--- config.mk ---
export PLATFORM = sky130hd
export DESIGN_NAME = llf_seq
export DESIGN_NICKNAME = d
export VERILOG_FILES = /design/src/rtl/core/llf_pkg.sv /design/src/rtl/core/llf_seq.sv
export SDC_FILE = /design/constraint.sdc
export NUM_CORES = 1
export LEC_CHECK = 0
export ABC_CLOCK_PERIOD_IN_PS = 5000
export BUFFER_PORTS_ARGS = -buffer_cell sky130_fd_sc_hd__buf_2
export CORE_ASPECT_RATIO = 1.5
export CORE_MARGIN = 10
export CORE_UTILIZATION = 41
export DETAILED_ROUTE_END_ITERATION = 16
export PLACE_DENSITY_LB_ADDON = 0.12
export SLEW_MARGIN = 10
export SYNTH_ARGS = -nofsm -noshare
export SYNTH_HDL_FRONTEND = slang
export SYNTH_SLANG_ARGS = --single-unit
--- constraint.sdc ---
create_clock -name clk -period 5 [get_ports clk]
set_input_delay 0.5 -clock clk [delete_from_list [all_inputs] [get_ports clk]]
set_output_delay 0.5 -clock clk [all_outputs]
set_load 0.03 [all_outputs]
--- src/rtl/core/llf_pkg.sv ---
// llf_pkg: shared widths, command and register codes, state and tag types
// for the fully connected layer block; no dependencies
package llf_pkg;

  localparam int VALUE_W   = 16;  // q4.12 weight, bias and activation
  localparam int PROD_W    = 32;  // one q8.24 product
  localparam int ACC_W     = 48;  // q.24 dot product
  localparam int FRAC_BITS = 12;  // aligns a q4.12 bias to q.24
  localparam int CH_W      = 6;
  localparam int POS_W     = 6;
  localparam int FEAT_W    = 7;
  localparam int TOK_W     = 16;
  localparam int CFG_W     = 16;
  localparam int CFG_IDX_W = 2;

  typedef enum logic [1:0] {
    CMD_WEIGHT = 2'd0,
    CMD_BIAS   = 2'd1,
    CMD_ACT    = 2'd2
  } cmd_t;

  typedef enum logic [CFG_IDX_W-1:0] {
    REG_IN_FEATURES  = 2'd0,
    REG_OUT_FEATURES = 2'd1,
    REG_BIAS_ENABLE  = 2'd2,
    REG_TOKEN_COUNT  = 2'd3
  } reg_idx_t;

  typedef enum logic [1:0] {
    ST_IDLE,
    ST_RUN,
    ST_DRAIN
  } state_t;

  // one multiply-accumulate step as it travels down the pipeline
  typedef struct packed {
    logic            vld;
    logic            first;
    logic            last;
    logic            last_chan;
    logic            bias_en;
    logic [CH_W-1:0] ch;
  } tag_t;

endpackage

--- src/rtl/core/llf_seq.sv ---
// llf_seq: sequencer that walks channels and features over the shared unit,
// plus the token counter; depends on llf_pkg
module llf_seq import llf_pkg::*; #(
  parameter int MAX_IN_FEATURES = 64,
  parameter int IW              = 6,
  parameter int OW              = 6,
  parameter int NIW             = 7,
  parameter int NOW             = 7,
  parameter int WAW             = 12
) (
  input  logic             clk,
  input  logic             rst,
  input  logic             start,
  input  logic [NIW-1:0]   n_in,
  input  logic [NOW-1:0]   n_out,
  input  logic             bias_en,
  input  logic [TOK_W-1:0] token_count,
  input  logic             adv,
  input  logic             busy,
  output logic             idle,
  output tag_t             issue,
  output logic [IW-1:0]    x_raddr,
  output logic [WAW-1:0]   w_raddr,
  output logic [OW-1:0]    b_raddr,
  output logic             last_tok
);

  state_t           state;
  state_t           state_next;
  logic [IW-1:0]    i_cnt;
  logic [OW-1:0]    o_cnt;
  logic [WAW-1:0]   w_base;
  logic [TOK_W-1:0] tok_cnt;
  logic [TOK_W-1:0] tokens;
  logic             tok_last;
  logic             i_last;
  logic             o_last;

  assign i_last = (NIW'(i_cnt) == n_in - NIW'(1));
  assign o_last = (NOW'(o_cnt) == n_out - NOW'(1));
  assign idle   = (state == ST_IDLE);

  assign issue.vld       = (state == ST_RUN);
  assign issue.first     = (i_cnt == '0);
  assign issue.last      = i_last;
  assign issue.last_chan = o_last;
  assign issue.bias_en   = bias_en;
  assign issue.ch        = CH_W'(o_cnt);

  assign x_raddr = i_cnt;
  assign w_raddr = w_base + WAW'(i_cnt);
  assign b_raddr = o_cnt;

  always_ff @(posedge clk) begin
    if (rst) begin
      state <= ST_IDLE;
    end else begin
      state <= state_next;
    end
  end

  always_comb begin
    state_next = state;
    unique case (state)
      ST_IDLE: begin
        if (start) state_next = ST_RUN;
      end
      ST_RUN: begin
        if (adv && i_last && o_last) state_next = ST_DRAIN;
      end
      ST_DRAIN: begin
        if (!busy) state_next = ST_IDLE;
      end
    endcase
  end

  always_ff @(posedge clk) begin
    if (rst) begin
      i_cnt  <= '0;
      o_cnt  <= '0;
      w_base <= '0;
    end else if (start) begin
      i_cnt  <= '0;
      o_cnt  <= '0;
      w_base <= '0;
    end else if (state == ST_RUN && adv) begin
      if (i_last) begin
        i_cnt  <= '0;
        o_cnt  <= o_cnt + OW'(1);
        w_base <= w_base + WAW'(MAX_IN_FEATURES);
      end else begin
        i_cnt <= i_cnt + IW'(1);
      end
    end
  end

  assign tokens   = (token_count == '0) ? TOK_W'(1) : token_count;
  assign tok_last = ({1'b0, tok_cnt} + (TOK_W+1)'(1)) >= {1'b0, tokens};

  always_ff @(posedge clk) begin
    if (rst) begin
      tok_cnt  <= '0;
      last_tok <= 1'b0;
    end else if (start) begin
      tok_cnt  <= tok_last ? '0 : tok_cnt + TOK_W'(1);
      last_tok <= tok_last;
    end
  end

  a_start_idle: assert property (@(posedge clk) disable iff (rst)
    start |-> state == ST_IDLE)
    else $error("token started while busy");

  a_idle_empty: assert property (@(posedge clk) disable iff (rst)
    state == ST_IDLE |-> !busy)
    else $error("idle with work still in the pipeline");

endmodule

Word level (Yosys, flattened, before mapping)
Index checks and enable logic that the tools add are counted.

operators by class
  add/sub/neg operators = 8
  $lt $le $gt $ge = 1
  equal/unequal tests = 7
  muxes and demuxes = 7
  reductions and logical operators = 9

operators by type and width
  cell                   number
  $mux 16                2
  $add 16x1->17 const B  1
  $ge 17x16->1           1
  $add 16x1->16 const B  1
  $logic_not 16->1       1
  $eq 6x7->1             2
  $sub 7x1->7 const B    2
  $add 12x6->12          1
  $add 12x7->12 const B  1
  $add 6x1->6 const B    2
  $logic_not 6->1        1
  $mux 2                 3
  $mux 6                 1
  $pmux 2 s3             1
  $ne 2x2->1 const B     2
  $logic_and 1x1->1      3
  $reduce_and 3->1       1
  $eq 2x1->1 const B     1
  $eq 2x2->1 const B     1
  $logic_not 2->1        1
  $ne 2x1->1 const B     1
  $reduce_and 2->1       1
  $reduce_or 2->1        1

word-level totals
  register bits = 43
  output and inout bits = 37
  logic and storage cells = 38

Depth between registers and ports, before layout
Gate-level depths: netlist of the first run.

  depth after elaboration = 6
  mapped depth = 14
  mapped depth without buffers = 13

Least setup slack after synthesis of the first run
No wires, ideal clock.

  path type = register to register
  start = register tok_cnt[0]
  end = register tok_cnt[9]
  setup time = 0.106 ns
  arrival = 3.042 ns
  data required time = 4.894 ns
  slack = 1.852 ns
  stages on the path, launching flop included = 13
  buffers on the path = 0
  cell sequence = dfxtp_1 > ha_1 > nand3_1 > nor3_1 > nand3_1 > xnor2_1 > ha_1 > nand3_1 > nor2_1 > a41o_1 > a31oi_1 > nand4_1 > o311ai_0

between the ends
  cells in the longest elaborated chain, start to end = 3
  elaborated cells on any way between the ends = 4
  classes of those cells = add/sub (2); order compare (1); mux (1)

RTL lines
  what                      RTL line        RTL
  start: declaration        llf_seq.sv:33   logic [TOK_W-1:0] tok_cnt;
  start signal: assignment  llf_seq.sv:105  tok_cnt <= tok_last ? '0 : tok_cnt + TOK_W'(1);
  $add 16x1->17             llf_seq.sv:98   assign tok_last = ({1'b0, tok_cnt} + (TOK_W+1)'(1)) >= {1'b0, tokens};
  $ge 17x16->1              llf_seq.sv:98
  $mux 16 *                 llf_seq.sv:105

Every way passes the cells marked *; elsewhere a longest branch is shown, timed or not.
A chain may end at the register's enable or synchronous reset.

Worst setup path after layout of the first run
Same ends and word-level chain as after synthesis.

==> results of run 1 <==
[flip-flops by register name (all words and copies together), names as in the netlist]
| signal | count |
|---|---|
| last_tok | 1 |
| b_raddr | 6 |
| w_base | 6 |
| tok_cnt | 16 |
| x_raddr | 6 |
| state | 2 |
[critical path: cells and delay by family, from the launching register on]
kind,cells,cell delay (ns)
AOI/OAI and AO/OA,3,1.12
xor gates and xnor gates,1,0.17
adders and majority gates,2,0.58
DFF,1,0.43
and+or+nand+nor,6,1.35
[power by group through the flow]
stage | Combinational (mW) | Sequential (mW) | Clock, mW
after floorplan | 0.101 | 0.313 | 0
after global placement | 0.141 | 0.312 | 0
after detailed placement | 0.143 | 0.312 | 0
after CTS | 0.144 | 0.305 | 0.284
after global routing | 0.159 | 0.306 | 0.295
final | 0.142 | 0.305 | 0.277
[Yosys cell counts, types with 4 or more instances]
cell type | count | area share
nor3_1 | 6 | 0.010
nor4_1 | 9 | 0.019
nand3_1 | 21 | 0.035
mux2i_1 | 5 | 0.017
o21ai_0 | 16 | 0.027
o31ai_1 | 5 | 0.013
xor2_1 | 23 | 0.067
or3_1 | 6 | 0.013
inv_1 | 37 | 0.046
and3_1 | 8 | 0.017
ha_1 | 26 | 0.11
nor2b_1 | 4 | 0.0084
buf_4 | 17 | 0.043
a31oi_1 | 4 | 0.0084
clkbuf_1 | 11 | 0.014
a21o_1 | 6 | 0.015
nand4_1 | 14 | 0.029
nand2_1 | 31 | 0.039
xnor2_1 | 9 | 0.026
a21oi_1 | 16 | 0.027
nor2_1 | 32 | 0.040
dfxtp_1 | 37 | 0.25
[final timing paths]
path	from	endpoint	slack, ns	depth (start not counted)
worst max-delay path	tok_cnt[0]$_SDFFE_PP0P_	tok_cnt[9]$_SDFFE_PP0P_	1.24	12
worst min register to register	w_base[11]$_SDFFE_PP0P_	w_base[11]$_SDFFE_PP0P_	0.48	2
worst max register to register	tok_cnt[0]$_SDFFE_PP0P_	tok_cnt[9]$_SDFFE_PP0P_	1.24	12
worst min-delay path	w_base[11]$_SDFFE_PP0P_	w_base[11]$_SDFFE_PP0P_	0.48	2
[per-layer routing]
| layer | global-route usage | vias up |
|---|---|---|
| li1 | - | 1436 |
| met1 | 0.150 | 1297 |
| met2 | 0.244 | 71 |
| met3 | 0.0277 | 15 |
| met4 | 0.0621 | 0 |
| met5 | 0 | - |
[layout by cell type (no fill, tap or decap), drive strengths merged, types with 14 or more instances in the layout]
cell type / count
buf: 70
inv: 37
dfxtp: 37
nor2: 32
nand2: 31
ha: 26
xor2: 23
nand3: 21
o21ai: 17
a21oi: 16
nand4: 14
[cell type report]
type / count / area (um2) / area share
Clock inverter: 2 / 37.5 / 0.0110
Multi-Input combinational cell: 284 / 1950 / 0.569
Tap cell: 100 / 125 / 0.0366
Timing Repair Buffer: 70 / 350 / 0.102
Inverter: 37 / 139 / 0.0406
Sequential cell: 37 / 741 / 0.217
Clock buffer: 6 / 82.6 / 0.0241
[kinds of logic (layout without fill, tap and decap cells)]
kind of cell    Yosys count  count (layout)  synth area share
simple gates            147             147             0.251
compound gates           73              73             0.175
buf+inv                  65             115             0.103
flops                    37              37             0.247
xor+xnor                 32              32            0.0936
fa+ha+maj                26              26             0.109
mux                       6               6            0.0217
[stage by stage]
stage	instances	hold WS, ns	util
3_3_place_gp	528	0.457	0.460
2_1_floorplan	386	0.460	-
3_5_place_dp	528	0.470	0.460
5_1_grt	536	0.515	0.476
4_1_cts	536	0.482	0.476
6_report	536	0.476	0.476
==> impl_results.md, run 1 <==
- Pwr/cell area: 212 mW/mm2
- Drt wl/cell: 14.4 um
- Gate power share: 0.196
- CTS clock-pin slew for the worst setup and hold paths: 0.08 ns
- Top Metal Used: met4
- Worst Max-Slew Pin Slew: 1.16 ns
- Netlist cell types: 51
- Cell mode on critical path: nand3_1
- Final #Nets: 497
- DR pass1 iterations: 4
- Flip-flop and latch count after synthesis: 37
- CP Max Fanout: 9
- Vias in the first global route: 2803
- P_leak: 1.62 nW
- Area after DPL: 0.00330 mm2
- Worst VDD drop: 0.111 mV
- DR vias/cell: 5.26
- Synthesis-to-finish area growth: 14.2%
- Die area: 0.0112 mm2
- Detailed-routed wire length on met2: 3950 um
- CP cell instances: ha_1 > nand3_1 > nor3_1 > nand3_1 > xnor2_1 > ha_1 > nand3_1 > nor2_1 > a41o_1 > a31oi_1 > nand4_1 > o311ai_0
- Slew HR: 0.224
- Clk root buf: clkbuf_8
- FFs w/ async S/R, synth: 0
- Clock skew: 0.0108 ns
- Ys flop type: dfxtp_1
- Seq/Total Area, Yosys: 0.247
- Tot Pwr: 0.724 mW
- Clock power frac: 0.382
- Post-CTS Setup Inserts: 0
- Port Buf Inserts: 70
- Grt ovf: 0
- CTS hold repair buffers: 0
- CTS tree: built
- Slew Viols, Final: 0
- Fraction of power spent switching nets: 0.288
- I/O pins: 73
- Gp weighted congestion: 0.831
- Initial antenna violation count: 0
- Initial Util: 0.417
- Layout fillers: 759
- H-tree depth: 2
- Fmax achieved: 266 MHz
- Post-synth EDFFs: 0
- Ant diodes: 0
- Die span in x: 89.8 um
- Mapped Avg Cell Area: 7.76 um2
- Row count: 38
- Wire length on met3: 348 um
- Synth warn: 0
- Maximum root-to-sink buffer count: 2
- Final Cycle Share: 0.752
- Core area: 0.00718 mm2
- # DRC: 0
- Register share of total power: 0.422
- Hold Vio Cnt, Final: 0
- Antenna viol nets, final: 0
- Syn Std Cell Area: 0.00299 mm2
- Crit. End Element: flip-flop
- Layout cells sized above 1: 0.202
- First-pass GRT wire length: 13000 um
- TritonCTS buffer count: 5
- RSZ-0062 raised after global routing: no
- GRT Util Overall: 0.137
- Worst-skew pair later-pin latency: 0.29 ns
- Final HPWL DP: 6260 um
- Post-route setup slack: 1.24 ns
- Syn Nets: 448
- Max Cap Violations: 0
- Arrival time worst endpoint: 3.94 ns
- Die Y: 125 um
- DRT iter0 DRCs: 83
- Final setup violation count: 0
- Req. time, crit path: 5.18 ns
- Post-CTS sizing: 0
- WL met1: 3260 um
- Post-Syn Instances: 386
- Hold Path Class: flip-flop to flip-flop
- Startpoint Class: flip-flop
- Tmin final: 3.76 ns
- Crit-path max cell delay: 0.54 ns
- DP Worst Slack: 1.29 ns
- Setup TNS: 0 ns
- CTS Sinks: 37
- WS Path Type: flip-flop to flip-flop
- Net Switching: 0.208 mW
- Via count: 2819
- Total routed wirelength: 7710 um
- Int Power: 0.515 mW
- Outcome: complete, no violations
- Slowest-stage cell, CP: a31oi_1
- Design Area, Final: 0.00342 mm2
- Largest net degree at the start of global routing: 20
Power figures use the tool's default switching activity.
==> inputs of run 2 (changes only) <==
--- a/config.mk
+++ b/config.mk
@@ -5,7 +5,7 @@
 export SDC_FILE = /design/constraint.sdc
 export NUM_CORES = 1
 export LEC_CHECK = 0
-export ABC_CLOCK_PERIOD_IN_PS = 5000
+export ABC_CLOCK_PERIOD_IN_PS = 3600
 export BUFFER_PORTS_ARGS = -buffer_cell sky130_fd_sc_hd__buf_2
 export CORE_ASPECT_RATIO = 1.5
 export CORE_MARGIN = 10
==> constraint.sdc (replaced) <==
create_clock -name clk -period 3.6 [get_ports clk]
set_input_delay 0.36 -clock clk [delete_from_list [all_inputs] [get_ports clk]]
set_output_delay 0.36 -clock clk [all_outputs]
set_load 0.03 [all_outputs]
==> impl_results.md, run 2 (synthesis gave the netlist of run 1 again) <==
- Reg-to-reg endpoint: tok_cnt[9]$_SDFFE_PP0P_
- Hold Vio Cnt, Final: 0 (unchanged)
- H-tree depth: 2 (unchanged)
- GRT Util Overall: 0.135 (-0.00113)
- Design Area, Final: 0.00346 mm2 (+1.1%)
- Antenna viol nets, final: 0 (unchanged)
- Net Switching: 0.284 mW (+36%)
- Worst VDD drop: 0.141 mV (+27%)
- I/O pins: 73 (unchanged)
- Drt wl/cell: 14.3 um (-0.57%)
- CTS clock-pin slew for the worst setup and hold paths: 0.08 ns (about the same)
- RSZ-0062 raised after global routing: no
- Tot Pwr: 0.999 mW (+38%)
- P_leak: 1.65 nW (+2.0%)
- Tmin final: 3.19 ns (-0.574 ns)
- DR pass1 iterations: 4 (unchanged)
- Hold Path Class: primary input to flip-flop
- Req. time, crit path: 3.80 ns (-1.38 ns)
- Max FFs per register: 16 (unchanged)
- Setup TNS: 0 ns (unchanged)
- Die span in x: 89.8 um (unchanged)
- Layout cells sized above 1: 0.212 (+0.0100)
- CTS hold repair buffers: 0 (unchanged)
- Largest register by flop count: tok_cnt
- TritonCTS buffer count: 5 (unchanged)
- Max Cap Violations: 0 (unchanged)
- Commonest non-fill, non-tap cell in the layout: buf_2
- Gp weighted congestion: 0.811 (-2.4%)
- Synthesis-to-finish area growth: 15.5%
- Vias in the first global route: 2794 (-0.32%)
- Wire length on met3: 359 um (+3.2%)
- Grt ovf: 0 (unchanged)
- Flop2flop setup slack: 0.41 ns (-0.83 ns)
- Clk root buf: clkbuf_8
- Worst-skew pair later-pin latency: 0.29 ns (about the same)
- Ant diodes: 0 (unchanged)
- CTS tree: built
- Hold-critical path endpoint: tok_cnt[4]$_SDFFE_PP0P_
- Worst r2r src: tok_cnt[0]$_SDFFE_PP0P_
- Pwr/cell area: 289 mW/mm2 (+37%)
- Port Buf Inserts: 70 (unchanged)
- Die Y: 125 um (unchanged)
- Final setup violation count: 0 (unchanged)
- Core area: 0.00718 mm2 (unchanged)
- Total routed wirelength: 7710 um (about the same)
- Int Power: 0.716 mW (+39%)
- WL met1: 3390 um (+4.1%)
- Top Metal Used: met4
- Fraction of power spent switching nets: 0.284 (-0.00374)
- Slew HR: 0.252 (+0.0276)
- Final Cycle Share: 0.885 (+0.133)
- First-pass GRT wire length: 13200 um (+1.5%)
- Detailed-routed wire length on met2: 3840 um (-2.9%)
- Outcome: complete, no violations
- Startpoint Class: flip-flop
- Initial antenna violation count: 0 (unchanged)
- WHS Path Cells: 2 (unchanged)
- R2R depth: 12 (unchanged)
- Maximum root-to-sink buffer count: 2 (unchanged)
- Worst Max-Slew Pin Slew: 1.12 ns (-0.0412 ns)
- Final HPWL DP: 6230 um (-0.48%)
- DR vias/cell: 5.17 (-1.6%)
- Largest net degree at the start of global routing: 20 (unchanged)
- Crit. End Element: flip-flop
- Final Util: 0.482 (+0.00540)
- Slew Viols, Final: 0 (unchanged)
- Hold path start: rst
- Fmax achieved: 314 MHz (+18%)
- Gate power share: 0.195 (about the same)
- WS Path Type: flip-flop to flip-flop
- Row count: 38 (unchanged)
- Hold_ws: 0.432 ns (-0.0442 ns)
- Commonest non-fill, non-tap cells in the layout: buf_2 (70), inv_1 (37), dfxtp_1 (37)
- Final #Nets: 500 (+0.60%)
- CTS Sinks: 37 (unchanged)
- Register share of total power: 0.424 (+0.002)
- Die area: 0.0112 mm2 (unchanged)
- Clock power frac: 0.381 (about the same)
- CP Max Fanout: 7 (-2)
- DRT iter0 DRCs: 92 (+11%)
- Initial Util: 0.417 (unchanged)
- Clock skew: 0.00615 ns (-0.00464 ns)
- # DRC: 0 (unchanged)
- Via count: 2789 (-1.1%)
- Area after DPL: 0.00332 mm2 (+0.68%)
- Arrival time worst endpoint: 3.38 ns (-0.56 ns)
==> run 2: changes by cell type in the layout (fill, tap and decap cells not counted), sizes merged <==
cell	delta
buf	+3
==> run 2: worst max path at each step <==
stage / end / start / slack [ns]
2_1_floorplan: tok_cnt[9]$_SDFFE_PP0P_ / tok_cnt[0]$_SDFFE_PP0P_ / 0.45
3_3_place_gp: tok_cnt[9]$_SDFFE_PP0P_ / tok_cnt[0]$_SDFFE_PP0P_ / 0.35
3_5_place_dp: tok_cnt[9]$_SDFFE_PP0P_ / tok_cnt[0]$_SDFFE_PP0P_ / 0.20
4_1_cts: tok_cnt[9]$_SDFFE_PP0P_ / tok_cnt[0]$_SDFFE_PP0P_ / 0.18
5_1_grt: tok_cnt[9]$_SDFFE_PP0P_ / tok_cnt[0]$_SDFFE_PP0P_ / 0.06
6_report: tok_cnt[9]$_SDFFE_PP0P_ / tok_cnt[0]$_SDFFE_PP0P_ / 0.41
==> run 2: through the flow <==
stage | std cells | setup slack [ns]
6_report | 539 | 0.414
5_1_grt | 539 | 0.0650
4_1_cts | 539 | 0.184
3_5_place_dp | 531 | 0.197
3_3_place_gp | 531 | 0.348
2_1_floorplan | 386 | 0.452
==> run 2: layout make-up <==
| cell class | count | area (um2) |
|---|---|---|
| Fill cell | 718 | 3720 |
| Multi-Input combinational cell | 284 | 1960 |
| Sequential cell | 37 | 741 |
| Timing Repair Buffer | 73 | 373 |
| Inverter | 37 | 139 |
| Tap cell | 100 | 125 |
| Clock buffer | 6 | 82.6 |
| Clock inverter | 2 | 37.5 |
==> run 2: critical path, stage by stage (launching register included) <==
cell and delay [ns]:
dfxtp_1 0.42, ha_1 0.27, nand3_2 0.20, nor2_1 0.22, and3_1 0.20, xor2_1 0.21, ha_1 0.28, a21o_1 0.16
a21oi_1 0.19, o21ai_0 0.12, o31ai_2 0.29, nand4_1 0.25, o311ai_1 0.28
==> run 2: what timing repair did <==
item,CTS,global route
buffers inserted,0,0
gates resized for setup,0,4
endpoints found under the setup margin,0,14
==> run 2: power by group through the flow <==
stage / registers, mW / logic [mW] / clock network, mW
after global placement: 0.433 / 0.195 / 0
after floorplan: 0.435 / 0.141 / 0
final: 0.424 / 0.195 / 0.380
after global routing: 0.425 / 0.220 / 0.406
after CTS: 0.424 / 0.198 / 0.392
after detailed placement: 0.434 / 0.197 / 0
==> run 2: metal layers <==
| metal | vias to the layer above | global-route usage |
|---|---|---|
| met1 | 1260 | 0.156 |
| met4 | 0 | 0.0535 |
| li1 | 1440 | - |
| met2 | 78 | 0.236 |
| met5 | - | 0 |
| met3 | 11 | 0.0290 |
