**src/rtl/core/llf_pkg.sv**
```systemverilog
// llf_pkg: shared widths, command and register codes, state and tag types
// for the fully connected layer block; no dependencies
package llf_pkg;

  localparam int VALUE_W   = 16;  // q4.12 weight, bias and activation
  localparam int PROD_W    = 32;  // one q8.24 product
  localparam int ACC_W     = 48;  // q.24 dot product
  localparam int FRAC_BITS = 12;  // aligns a q4.12 bias to q.24
  localparam int CH_W      = 6;
  localparam int POS_W     = 6;
  localparam int FEAT_W    = 7;
  localparam int TOK_W     = 16;
  localparam int CFG_W     = 16;
  localparam int CFG_IDX_W = 2;

  typedef enum logic [1:0] {
    CMD_WEIGHT = 2'd0,
    CMD_BIAS   = 2'd1,
    CMD_ACT    = 2'd2
  } cmd_t;

  typedef enum logic [CFG_IDX_W-1:0] {
    REG_IN_FEATURES  = 2'd0,
    REG_OUT_FEATURES = 2'd1,
    REG_BIAS_ENABLE  = 2'd2,
    REG_TOKEN_COUNT  = 2'd3
  } reg_idx_t;

  typedef enum logic [1:0] {
    ST_IDLE,
    ST_RUN,
    ST_DRAIN
  } state_t;

  // one multiply-accumulate step as it travels down the pipeline
  typedef struct packed {
    logic            vld;
    logic            first;
    logic            last;
    logic            last_chan;
    logic            bias_en;
    logic [CH_W-1:0] ch;
  } tag_t;

endpackage

```
**src/rtl/core/llf_out_if.sv**
```systemverilog
// llf_out_if: result item channel, one dot product per output channel
// depends on llf_pkg
interface llf_out_if import llf_pkg::*; ();
  logic                    valid;
  logic                    ready;
  logic signed [ACC_W-1:0] out_value;
  logic [CH_W-1:0]         out_channel;
  logic                    last_channel;
  logic                    last_token;

  modport source (output valid, out_value, out_channel, last_channel, last_token,
                  input ready);
  modport sink   (input valid, out_value, out_channel, last_channel, last_token,
                  output ready);
endinterface

```
**src/rtl/core/llf_mac.sv**
```systemverilog
// llf_mac: shared multiply-accumulate unit with the result output register
// depends on llf_pkg and llf_out_if
module llf_mac import llf_pkg::*; (
  input  logic                      clk,
  input  logic                      rst,
  input  tag_t                      issue,
  input  logic signed [VALUE_W-1:0] w_rd,
  input  logic signed [VALUE_W-1:0] b_rd,
  input  logic signed [VALUE_W-1:0] x_rd,
  input  logic                      last_tok,
  output logic                      adv,
  output logic                      busy,
  llf_out_if.source                 rsp
);

  tag_t                    s1;
  tag_t                    s2;
  logic signed [PROD_W-1:0] prod;
  logic signed [ACC_W-1:0]  base;
  logic signed [ACC_W-1:0]  acc;
  logic signed [ACC_W-1:0]  sum;
  logic                     done;

  // hold everything while a finished sum cannot enter the output register
  assign adv  = !(s2.vld && s2.last && rsp.valid && !rsp.ready);
  assign busy = s1.vld || s2.vld;
  assign done = adv && s2.vld && s2.last;
  assign sum  = (s2.first ? base : acc) + ACC_W'(prod);

  always_ff @(posedge clk) begin
    if (rst) begin
      s1 <= '0;
      s2 <= '0;
    end else if (adv) begin
      s1 <= issue;
      s2 <= s1;
    end
  end

  always_ff @(posedge clk) begin
    if (adv) begin
      prod <= x_rd * w_rd;
      base <= s1.bias_en ? (ACC_W'(b_rd) <<< FRAC_BITS) : '0;
    end
  end

  always_ff @(posedge clk) begin
    if (adv && s2.vld) begin
      acc <= sum;
    end
  end

  always_ff @(posedge clk) begin
    if (rst) begin
      rsp.valid <= 1'b0;
    end else if (done) begin
      rsp.valid <= 1'b1;
    end else if (rsp.ready) begin
      rsp.valid <= 1'b0;
    end
  end

  always_ff @(posedge clk) begin
    if (done) begin
      rsp.out_value    <= sum;
      rsp.out_channel  <= s2.ch;
      rsp.last_channel <= s2.last_chan;
      rsp.last_token   <= last_tok;
    end
  end

  a_stall_holds: assert property (@(posedge clk) disable iff (rst)
    !adv |=> $stable(s2))
    else $error("pipeline moved during a stall");

  a_done_shows: assert property (@(posedge clk) disable iff (rst)
    done |=> rsp.valid)
    else $error("finished sum did not reach the output");

endmodule

```
**src/flat_wrapper.sv**
```systemverilog
// flat-port wrapper written by rule: the top's interface ports become plain ports
module llf_mac_flat import llf_pkg::*;
  (clk, rst, issue, w_rd, b_rd, x_rd, last_tok, adv, busy, rsp_valid, rsp_out_value, rsp_out_channel, rsp_last_channel, rsp_last_token, rsp_ready);
  llf_out_if rsp_i ();
  input  logic clk;
  input  logic rst;
  input  tag_t issue;
  input  logic signed [VALUE_W-1:0] w_rd;
  input  logic signed [VALUE_W-1:0] b_rd;
  input  logic signed [VALUE_W-1:0] x_rd;
  input  logic last_tok;
  output logic adv;
  output logic busy;
  output wire logic [$bits(rsp_i.valid)-1:0] rsp_valid;
  output wire logic [$bits(rsp_i.out_value)-1:0] rsp_out_value;
  output wire logic [$bits(rsp_i.out_channel)-1:0] rsp_out_channel;
  output wire logic [$bits(rsp_i.last_channel)-1:0] rsp_last_channel;
  output wire logic [$bits(rsp_i.last_token)-1:0] rsp_last_token;
  input wire logic [$bits(rsp_i.ready)-1:0] rsp_ready;
  assign rsp_valid = rsp_i.valid;
  assign rsp_out_value = rsp_i.out_value;
  assign rsp_out_channel = rsp_i.out_channel;
  assign rsp_last_channel = rsp_i.last_channel;
  assign rsp_last_token = rsp_i.last_token;
  assign rsp_i.ready = rsp_ready;
  llf_mac u_core (.clk(clk), .rst(rst), .issue(issue), .w_rd(w_rd), .b_rd(b_rd), .x_rd(x_rd), .last_tok(last_tok), .adv(adv), .busy(busy), .rsp(rsp_i));
endmodule
```
**config.mk**
```make
export PLATFORM = sky130hd
export DESIGN_NAME = llf_mac_flat
export DESIGN_NICKNAME = d
export VERILOG_FILES = /design/src/rtl/core/llf_pkg.sv /design/src/rtl/core/llf_out_if.sv /design/src/rtl/core/llf_mac.sv /design/src/flat_wrapper.sv
export SDC_FILE = /design/constraint.sdc
export NUM_CORES = 1
export LEC_CHECK = 0
export BUFFER_PORTS_ARGS = -buffer_cell sky130_fd_sc_hd__buf_2
export CAP_MARGIN = 20
export CORE_MARGIN = 2
export CORE_UTILIZATION = 45
export CTS_BUF_LIST = sky130_fd_sc_hd__clkbuf_16
export CTS_CLUSTER_SIZE = 20
export DETAILED_ROUTE_END_ITERATION = 6
export HOLD_SLACK_MARGIN = 0.12
export MAX_ROUTING_LAYER = met4
export PLACE_DENSITY_LB_ADDON = 0.3
export SLEW_MARGIN = 20
export SYNTH_ARGS = -nofsm -noshare
export SYNTH_HDL_FRONTEND = slang
export SYNTH_SLANG_ARGS = --single-unit
```
**constraint.sdc**
```tcl
create_clock -name clk -period 10.3 [get_ports clk]
set_input_delay 0 -clock clk [delete_from_list [all_inputs] [get_ports clk]]
set_output_delay 0 -clock clk [all_outputs]
set_load 0.02 [all_outputs]
```
# Word level (Yosys, flattened, before mapping)
# Cells that the tools add are included.
classes:
  n_reduce_logical: 9
  muxes: 3
  addsub: 1
  mul: 1
ops:
  columns: ["operator", "n"]
  rows:
  - ["$add 48x32->48", 1]
  - ["$mux 48", 1]
  - ["$mul 16x16->32", 1]
  - ["$logic_and 1x1->1", 5]
  - ["$logic_not 1->1", 2]
  - ["$mux 1", 2]
  - ["$reduce_bool 2->1", 1]
  - ["$logic_or 1x1->1", 1]
word_totals:
  in_bits: 63
  out_inout_bits: 59
  ff_bits: 186

# Longest topological paths before layout
# Gate-level depths: netlist (run 1).
depth:
  word_depth: 7
  depth_mapped: 25
  depth_no_buf: 24

# Worst setup path after synthesis (run 1)
# Ideal clock, no wire load.
synth_timing:
  path_type: "input port to flip-flop"
  from: "input x_rd[15]"
  to: "register u_core.prod[31] (data pin)"
  t_required_ns: 10.040
  arrival_ns: 5.346
  stages: 23
  n_path_buf: 1
  slack_ns: 4.694
  path_cell_list: "clkbuf_1 > nand2_1 > inv_1 > fa_1 > inv_1 > fa_1 > fa_1 > inv_1 > fa_1 > fa_1 > inv_1 > fa_1 > inv_1 > ha_1 > a21oi_1 > o21ai_0 > a21o_1 > a22o_1 > a41oi_1 > a21oi_1 > a21o_1 > a21oi_1 > xnor2_1"
synth_between:
  elab_chain_cells: 1
synth_rtl:
  columns: ["element", "line", "text"]
  rows:
  - ["from (decl)", "flat_wrapper.sv:10", "input logic signed [VALUE_W-1:0] x_rd;"]
  - ["$mul 16x16->32", "llf_mac.sv:42", "prod <= x_rd * w_rd;"]
  - ["to (signal assigned)", "llf_mac.sv:42", null]
  - ["to (decl)", "llf_mac.sv:18", "logic signed [PROD_W-1:0] prod;"]
# Every way passes these cells.
# A chain may end at the register's enable or synchronous reset.

# Worst setup path in the final report (run 1)
layout_timing:
  from: "input w_rd[1]"
  to: "register u_core.prod[31] (data pin)"
layout_between:
  elab_chain_cells: 1
layout_rtl:
  columns: ["element", "line", "text"]
  rows:
  - ["from (decl)", "flat_wrapper.sv:8", "input logic signed [VALUE_W-1:0] w_rd;"]
  - ["$mul 16x16->32", "llf_mac.sv:42", null]
# Every way passes these cells.

==> results of run 1 <==
==> layout make-up <==
class                   count  area, µm²  area share, %
multi-input cells        1216      11710          57.44
clock inverters            13      137.6         0.6753
clock buffers              19      475.5          2.333
inverters                 353       1325          6.501
well taps                 525      656.9          3.223
repair buffers            169       1074          5.267
flip-flops and latches    174       5006          24.56
==> sequential cells by signal, indices dropped and copies added, names as in the netlist <==
name                     count
u_core.rsp.valid             1
u_core.base                 16
u_core.rsp.last_channel      1
u_core.acc                  48
u_core.s2                   10
u_core.rsp.out_value        48
u_core.s1                   11
u_core.rsp.out_channel       6
u_core.rsp.last_token        1
u_core.prod                 32
==> cells by family (layout without fill, tap and decap cells) <==
group / after synthesis / count (layout)
DFF: 174 / 174
AOI/OAI and AO/OA: 256 / 256
adders and majority gates: 392 / 392
xor gates and xnor gates: 77 / 77
buffers and inverters: 411 / 554
and+or+nand+nor: 476 / 476
muxes: 15 / 15
==> through the flow <==
stage	hold slack (ns)	util (%)	instance area, µm²	setup slack (ns)	instances
detailed placement	0.1805	48.45	19340	4.241	2394
global route	0.1484	51.06	20380	4.417	2469
global placement	0.1808	48.45	19340	4.325	2394
floorplan	0.06907	-	18250	4.694	1801
finish	0.1557	51.06	20380	4.745	2469
CTS	0.1212	51.06	20380	4.741	2469
==> Yosys cell counts (all sizes together), types with 3 or more instances <==
cell / instances / area [µm²]
a21oi: 93 / 480.5
dfxtp: 22 / 440.4
a31oi: 7 / 43.79
o211ai: 6 / 45.04
nor2: 55 / 206.5
o31ai: 3 / 27.52
o31a: 4 / 36.29
edfxtp: 152 / 4564
ha: 129 / 1614
xnor2: 58 / 508.0
nand2: 193 / 724.4
a21o: 30 / 225.2
clkbuf: 56 / 210.2
nor2b: 22 / 145.1
and3: 4 / 25.02
mux2: 15 / 168.9
and2: 142 / 888.4
o21bai: 11 / 82.58
nand2b: 12 / 75.07
fa: 263 / 5265
a221oi: 3 / 32.53
nand3: 17 / 95.09
or3: 5 / 31.28
o21ai: 60 / 300.3
inv: 353 / 1325
nor3: 11 / 55.05
xor2: 19 / 166.4
nand4: 11 / 68.82
o21a: 12 / 90.09
a211oi: 7 / 57.55
==> timing repair <==
| action | 4_1_cts | 5_1_grt |
|---|---|---|
| setup endpoints to repair | 0 | 0 |
| endpoints found under the hold margin | 40 | 0 |
| hold buffers | 43 | 0 |
==> path summary, 6_finish.rpt <==
| path | to | slack, ns | depth (start not counted) |
|---|---|---|---|
| min reg2reg | u_core.rsp.out_channel[0]$_DFFE_PP_ | 0.44 | 0 |
| min | u_core.prod[0]$_DFFE_PN_ | 0.16 | 2 |
| max | u_core.prod[31]$_DFFE_PN_ | 4.74 | 23 |
| max reg2reg | u_core.acc[46]$_DFFE_PP_ | 6.16 | 12 |
==> layer usage <==
layer | GRT usage, % | wire length, µm | up-vias
li1 | - | - | 5982
met1 | 28.93 | 19630 | 6171
met2 | 31.42 | 17360 | 361
met3 | 3.073 | 2232 | 39
met4 | 5.139 | 559 | 0
met5 | - | 0 | -
==> run summary, run 1 <==
RSZ-0062 raised after global routing: no
TritonCTS clock tree: done
Initial Utilization: 45.72%
Total core area: 0.03991 mm²
Die Ht: 205.4 µm
Die Width: 205.4 µm
Vias: 12550
Final Cycle Share: 53.93%
Grt ovf: 0
Flops & latches, synth: 174
Commonest non-fill, non-tap cell in the layout: inv_1
Post-synth top flop: edfxtp_1
Post-synthesis xor/xnor area fraction: 3.696%
CTS Buf Count: 17
Layout cells sized above 1: 10.03%
Row count: 73
Vias in the first global route: 13040
Cell count after synthesis: 1801
MaxCap Viol Count: 0
Clk sinks: 174
DRC: 0
Seq/Total Area, Yosys: 27.43%
CP peak stage delay: 0.70 ns
Worst path cell trace: buf_2, nand2_1, inv_1, fa_1, inv_1, fa_1, fa_1, inv_1, fa_1, fa_1, inv_1, fa_1, inv_1, ha_1, a21oi_1, o21ai_0, a21o_1, a22o_1, a41oi_1, a21oi_1, a21o_1, a21oi_1, xnor2_1
CP max stage cell: fa_1
1st-iter DRT viols: 650
Hold Vio Cnt, Final: 0
Area grow syn2layout: 11.70%
Hold Crit Class: primary input to register
Adder-Cell Fraction of Synth Area: 37.70%
Port-buffer cells: 121
Detail Placement HPWL: 30940 µm
Max-slew headroom: 43.97%
Worst EP arrival: 5.75 ns
Clk buf depth: 2
CP bufs+invs: 6
Antenna cells: 0
Worst-path clk slew: 0.07 ns
Post-Synth Simple-Gate Area: 12.92%
Final wirelength: 39780 µm
Syn Area/Cell: 10.13 µm²
Clk root buf: clkbuf_16
Mux share of post-synthesis cell area: 0.9257%
Initial antenna violation count: 0
Synth warn: 0
Post-synthesis cell area: 0.01825 mm²
Worst-Margin Slew: 0.8405 ns
Status: complete, no violations
Worst Skew: 0.01108 ns
Crit path max-delay family: adder cells
H-tree Lvls: 4
Crit-path max FO: 16
Post_cts resized: 0
First-pass GRT wire length: 66610 µm
Net Count, Synth: 2256
Minimum clock period: 5.555 ns
Worst skew pair latency: 0.45 ns
CP startpoint: w_rd[1]
Num ports: 122
Main combinational cell family by area after synthesis: adder cells
Final Setup Violations: 0
Post-CTS Setup Repair Bufs: 0
GRT Total Usage: 20.56%
Vias/cell: 5.084
Layout Nets: 2386
Crit-path most repeated cell: fa_1
Largest net degree at the start of global routing: 69
CP Launch Type: primary input
Most frequent cells in the layout: inv_1 (352), fa_1 (263), nand2_1 (193)
Worst Setup End Kind: register
Reg-to-reg critical path startpoint: u_core.s2[9]$_SDFFE_PP0N_
Yosys cell types: 61
DRT Pass-1 Iters: 7
RePlAce Congestion: 0.9481
Worst hold start: x_rd[0]
Maximum clock rate: 180.0 MHz
Die Area: 0.04218 mm²
Drt wl/cell: 16.11 µm
Sum of negative setup slack: 0 ns
CP Data Required Time: 10.49 ns
Max-slew violations: 0
Kind of critical path: primary input to register
Post-synth EDFFs: 152
Layout fillers: 3545
Synth Area in Compound Gates: 8.873%
Asr flop ratio synth: 0%
Routed Antenna Nets: 0
Power of run 1 is not shown: default switching activity piles up to over one toggle a cycle in this logic, so the estimate is an artifact.
==> run 2: changes to the inputs <==
- clock period: 10.3 -> 4.6 ns (I/O delays scaled with it)
==> run 2 against run 1 <==
Against the previous run: die area stayed put; via count is 4.4% higher; cell count is 7.1% higher; first-iteration DRC count is 5.4% lower; the flow now finishes with violations (setup timing); sequential share of layout area is 2.3 points lower; sequential cell count stayed put; critical path type unchanged; global-route usage is 0.25 points higher; worst hold slack better by 0.036 ns; setup slack worse by 5.3 ns; routed wire length is 3.1% higher.
==> run summary, run 2 (synthesized netlist as in run 1, its figures left out) <==
Status: complete, but fails checks (was complete, no violations)
Violated checks: setup timing
Final Setup Violations: 15 (was 0)
RePlAce Congestion: 0.8890 (was 0.9481)
Worst hold start: w_rd[0] (was x_rd[0])
Area grow syn2layout: 23.49% (was 11.70%)
Routed Antenna Nets: 0 (unchanged)
Die Width: 205.4 µm (unchanged)
CTS Buf Count: 17 (unchanged)
Worst Skew: 0.01030 ns (was 0.01108 ns)
Worst-Margin Slew: 0.8676 ns (was 0.8405 ns)
Clk buf depth: 2 (unchanged)
Commonest non-fill, non-tap cell in the layout: inv_1 (unchanged)
Reg-to-reg slack, setup: 0.68 ns (was 6.16 ns)
Worst-path clk slew: 0.07 ns (about the same)
Vias in the first global route: 13670 (was 13040)
DRT Pass-1 Iters: 5 (was 7)
Port-buffer cells: 121 (unchanged)
Final worst slack: -0.5142 ns (was 4.745 ns)
Layout fillers: 3322 (was 3545)
Num ports: 122 (unchanged)
Clk root buf: clkbuf_16 (unchanged)
Row count: 73 (unchanged)
Worst Setup End Kind: register (unchanged)
First-pass GRT wire length: 68000 µm (was 66610 µm)
Initial antenna violation count: 0 (unchanged)
RSZ-0062 raised after global routing: yes (was no)
CP max stage cell: fa_2 (was fa_1)
Crit path max-delay family: adder cells (unchanged)
1st-iter DRT viols: 615 (was 650)
Max-slew violations: 0 (unchanged)
Worst EP arrival: 5.31 ns (was 5.75 ns)
Initial Utilization: 45.72% (unchanged)
Most frequent cells in the layout: inv_1 (322), fa_1 (243), nand2_1 (186) (was inv_1 (352), fa_1 (263), nand2_1 (193))
Clk sinks: 174 (unchanged)
Minimum clock period: 5.114 ns
TritonCTS clock tree: done (unchanged)
Max-slew headroom: 42.16% (was 43.97%)
Maximum clock rate: 195.5 MHz
Hold Vio Cnt, Final: 0 (unchanged)
CP Data Required Time: 4.80 ns (was 10.49 ns)
GRT Total Usage: 20.81% (was 20.56%)
Hold Crit Endpoint: u_core.prod[0]$_DFFE_PN_ (unchanged)
Detail Placement HPWL: 32890 µm (was 30940 µm)
Reg2Reg Depth: 12 (unchanged)
R2r endpoint: u_core.rsp.out_value[40]$_DFFE_PP_ (was u_core.acc[46]$_DFFE_PP_)
H-tree Lvls: 4 (unchanged)
Grt ovf: 0 (unchanged)
Antenna cells: 0 (unchanged)
CP bufs+invs: 11 (was 6)
Final wirelength: 41000 µm (was 39780 µm)
Drt wl/cell: 15.50 µm (was 16.11 µm)
Die Area: 0.04218 mm² (unchanged)
Final Cycle Share: 111.2%
Sum of negative setup slack: -4.453 ns (was 0 ns)
Largest net degree at the start of global routing: 69 (unchanged)
DRC: 0 (unchanged)
CP Launch Type: primary input (unchanged)
Kind of critical path: primary input to register (unchanged)
Layout cells sized above 1: 23.68% (was 10.03%)
Depth of the worst hold-timing path: 3 (was 2)
Die Ht: 205.4 µm (unchanged)
Crit-path max FO: 6 (was 16)
Vias: 13110 (was 12550)
Layout Nets: 2562 (was 2386)
Worst skew pair latency: 0.44 ns (was 0.45 ns)
Total core area: 0.03991 mm² (unchanged)
Reg-to-reg critical path startpoint: u_core.s2[9]$_SDFFE_PP0N_ (unchanged)
Vias/cell: 4.957 (was 5.084)
CP peak stage delay: 0.54 ns (was 0.70 ns)
Largest registers: u_core.acc (48), u_core.rsp.out_value (48), u_core.prod (32) (unchanged)
MaxCap Viol Count: 0 (unchanged)
Hold Crit Class: primary input to register (unchanged)
## run 2: layer usage
| metal | part of all wire, % | track usage, % | vias to the layer above |
|---|---|---|---|
| met5 | 0 | - | - |
| li1 | - | - | 6332 |
| met1 | 48 | 28.61 | 6432 |
| met2 | 47 | 33.26 | 307 |
| met4 | 1.5 | 4.933 | 0 |
| met3 | 4.1 | 2.376 | 40 |
## run 2: timing repair
item / CTS / global route
resized for setup: 82 / 93
hold buffers: 42 / 0
hold endpoints to repair: 39 / 0
pin swaps: 47 / 45
gates cloned: 0 / 1
endpoints found under the setup margin: 14 / 18
setup buffers: 10 / 14
## run 2: stage by stage
stage / utilization, % / cells / setup WS (ns) / cell area [µm²] / hold WS (ns)
floorplan: - / 1801 / -0.7187 / 18660 / 0.06907
global placement: 52.08 / 2549 / -1.022 / 20790 / 0.1803
detailed placement: 52.08 / 2549 / -1.142 / 20790 / 0.1875
CTS: 55.42 / 2633 / -0.5419 / 22120 / 0.1690
global route: 56.46 / 2645 / -0.6603 / 22530 / 0.2195
finish: 56.46 / 2645 / -0.5142 / 22530 / 0.1921
## run 2: how the worst max path moves through the flow
| stage | startpoint | slack, ns | cells after the start | endpoint |
|---|---|---|---|---|
| after floorplan | x_rd[5] | -0.72 | 21 | u_core.prod[30]$_DFFE_PN_ |
| after CTS | w_rd[5] | -0.54 | 22 | u_core.prod[30]$_DFFE_PN_ |
| after global placement | x_rd[7] | -1.02 | 22 | u_core.prod[30]$_DFFE_PN_ |
| after detailed placement | x_rd[7] | -1.14 | 24 | u_core.prod[31]$_DFFE_PN_ |
| after global routing | w_rd[5] | -0.66 | 23 | u_core.prod[30]$_DFFE_PN_ |
| final | w_rd[5] | -0.51 | 26 | u_core.prod[20]$_DFFE_PN_ |
## run 2: layout make-up
class / count / area (µm²) / share of cell area, %
multi-input combinational: 1216 / 12280 / 54.51
sequential: 174 / 5006 / 22.22
timing repair buffer: 345 / 2689 / 11.93
inverter: 353 / 1325 / 5.880
clock buffer: 17 / 425.4 / 1.888
clock inverter: 15 / 148.9 / 0.6607
tap: 525 / 656.9 / 2.915
## run 2: worst register-to-register path, cell delays in order (launching register included)
cell	delay, ns
dfxtp_2	0.57
buf_4	0.36
mux2_2	0.40
ha_1	0.41
nand2_1	0.14
nor2_1	0.15
nand4_1	0.16
o311ai_1	0.33
a21oi_2	0.13
o31a_2	0.41
o31ai_2	0.29
a31oi_1	0.15
xnor2_1	0.16
Power of run 2 is left out for the same reason.
==> run 3: changes to the inputs <==
- REMOVE_ABC_BUFFERS: default -> 1
==> run 3 against run 2 <==
Against the previous run: the run still ends with setup timing left; via count about the same; non-clock buffer count shrank 3; sequential cell count unchanged; worst hold slack improved by 0.0065 ns; cell count is 0.11% lower; global-route usage grew 0.72 points; setup slack worse by 0.016 ns; largest cell class unchanged; critical path depth shrank 4; first-iteration DRC count up 16%.
==> run summary, run 3 (synthesized netlist as in run 1, its figures left out) <==
Maximum clock rate: 194.9 MHz (was 195.5 MHz)
Grt ovf: 0 (unchanged)
Worst Skew: 0.01528 ns (was 0.01030 ns)
Final Cycle Share: 111.5% (was 111.2%)
Utilization after layout: 56.20% (was 56.46%)
Worst-path clk slew: 0.07 ns (about the same)
CP peak stage delay: 0.53 ns (was 0.54 ns)
Worst Setup End Kind: register (unchanged)
Initial antenna violation count: 0 (unchanged)
RSZ-0062 raised after global routing: yes (unchanged)
MaxCap Viol Count: 0 (unchanged)
CP max stage cell: fa_1 (was fa_2)
Antenna cells: 0 (unchanged)
Sum of negative setup slack: -3.861 ns (was -4.453 ns)
Worst hold start: w_rd[0] (unchanged)
Minimum clock period: 5.130 ns (was 5.114 ns)
Worst path cell trace: buf_12, and2_4, fa_1, inv_1, fa_1, fa_1, inv_1, fa_1, fa_1, inv_1, fa_1, inv_2, ha_4, a21oi_4, o21ai_2, a31o_4, a21o_1, o21ba_4, o211a_1, o21a_1, o2111ai_2, o211ai_1
Kind of critical path: primary input to register (unchanged)
TritonCTS clock tree: done (unchanged)
CP Launch Type: primary input (unchanged)
Final worst slack: -0.5301 ns (was -0.5142 ns)
Total core area: 0.03991 mm² (unchanged)
Clk root buf: clkbuf_16 (unchanged)
Hold Crit Class: primary input to register (unchanged)
Commonest non-fill, non-tap cell in the layout: inv_1 (unchanged)
Layout Nets: 2559 (was 2562)
Clk buf depth: 2 (unchanged)
Area grow syn2layout: 22.92% (was 23.49%)
RePlAce Congestion: 0.8988 (was 0.8890)
Violated checks: setup timing (unchanged)
Die Width: 205.4 µm (unchanged)
Port-buffer cells: 121 (unchanged)
Max-slew violations: 0 (unchanged)
Die Ht: 205.4 µm (unchanged)
Most frequent cells in the layout: inv_1 (341), fa_1 (247), nand2_1 (191) (was inv_1 (322), fa_1 (243), nand2_1 (186))
CP bufs+invs: 5 (was 11)
Vias: 13100 (was 13110)
First-pass GRT wire length: 70360 µm (was 68000 µm)
DRT Pass-1 Iters: 6 (was 5)
GRT Total Usage: 21.53% (was 20.81%)
Layout cells sized above 1: 21.82% (was 23.68%)
Vias/cell: 4.960 (was 4.957)
Max-slew headroom: 44.62% (was 42.16%)
Routed Antenna Nets: 0 (unchanged)
Final Setup Violations: 15 (unchanged)
Reg-to-reg critical path startpoint: u_core.s2[9]$_SDFFE_PP0N_ (unchanged)
H-tree Lvls: 4 (unchanged)
Worst skew pair latency: 0.44 ns (about the same)
CP startpoint: x_rd[9] (was w_rd[5])
DRC: 0 (unchanged)
Vias in the first global route: 14050 (was 13670)
CTS Buf Count: 17 (unchanged)
Initial Utilization: 45.72% (unchanged)
Crit-path most repeated cell: fa_1
Die Area: 0.04218 mm² (unchanged)
Hold Vio Cnt, Final: 0 (unchanged)
Worst-Margin Slew: 0.8308 ns (was 0.8676 ns)
Status: complete, but fails checks (unchanged)
Clk sinks: 174 (unchanged)
Worst EP arrival: 5.30 ns (was 5.31 ns)
Pre-CTS setup slack: -1.334 ns (was -1.142 ns)
Final wirelength: 42350 µm (was 41000 µm)
Detail Placement HPWL: 33790 µm (was 32890 µm)
Largest net degree at the start of global routing: 69 (unchanged)
Largest registers: u_core.acc (48), u_core.rsp.out_value (48), u_core.prod (32) (unchanged)
Num ports: 122 (unchanged)
Drt wl/cell: 16.03 µm (was 15.50 µm)
CP Data Required Time: 4.77 ns (was 4.80 ns)
Crit-path max FO: 7 (was 6)
Finished Cell Area: 0.02243 mm² (was 0.02253 mm²)
Row count: 73 (unchanged)
1st-iter DRT viols: 713 (was 615)
Crit path max-delay family: adder cells (unchanged)
Dpl cell area: 0.02057 mm² (was 0.02079 mm²)
[run 3: tightest hold or removal path, stage by stage]
cell	delay (ns)
buf_2	0.20
buf_4	0.19
and2_1	0.13
[run 3: per-layer routing]
layer	vias to the layer above	wire length (µm)	global-route usage (%)	part of all wire, %
met5	-	0	-	0
met4	0	935	6.115	2.2
met3	64	1962	2.661	4.6
met2	341	19880	35.04	47
met1	6370	19580	28.51	46
li1	6329	-	-	-
[run 3: what timing repair did]
action / 4_1_cts / 5_1_grt
hold buffers: 42 / 0
endpoints found under the setup margin: 18 / 20
gates cloned: 0 / 0
buffers inserted: 8 / 8
gates resized for setup: 138 / 56
hold endpoints to repair: 39 / 0
pin swaps: 52 / 38
[run 3: final timing paths]
| kind | cells past startpoint | endpoint | slack (ns) |
|---|---|---|---|
| worst min-delay path | 3 | u_core.prod[0]$_DFFE_PN_ | 0.20 |
| worst min register to register | 0 | u_core.rsp.out_channel[5]$_DFFE_PP_ | 0.43 |
| worst max register to register | 11 | u_core.rsp.out_value[47]$_DFFE_PP_ | 0.64 |
| worst max-delay path | 22 | u_core.prod[30]$_DFFE_PN_ | -0.53 |
[run 3: metrics by stage]
| stage | hold slack (ns) | instances |
|---|---|---|
| 3_3_place_gp | 0.1821 | 2553 |
| 6_report | 0.1987 | 2642 |
| 4_1_cts | 0.1864 | 2635 |
| 2_1_floorplan | 0.06907 | 1743 |
| 5_1_grt | 0.2314 | 2642 |
| 3_5_place_dp | 0.1825 | 2553 |
[run 3: area by class of cell]
type / count / area [µm²]
Sequential cell: 174 / 5006
Clock buffer: 17 / 425.4
Inverter: 353 / 1329
Multi-Input combinational cell: 1216 / 12170
Fill cell: 3438 / 17480
Tap cell: 525 / 656.9
Clock inverter: 15 / 161.4
Timing Repair Buffer: 342 / 2680
Power of run 3 is left out for the same reason.
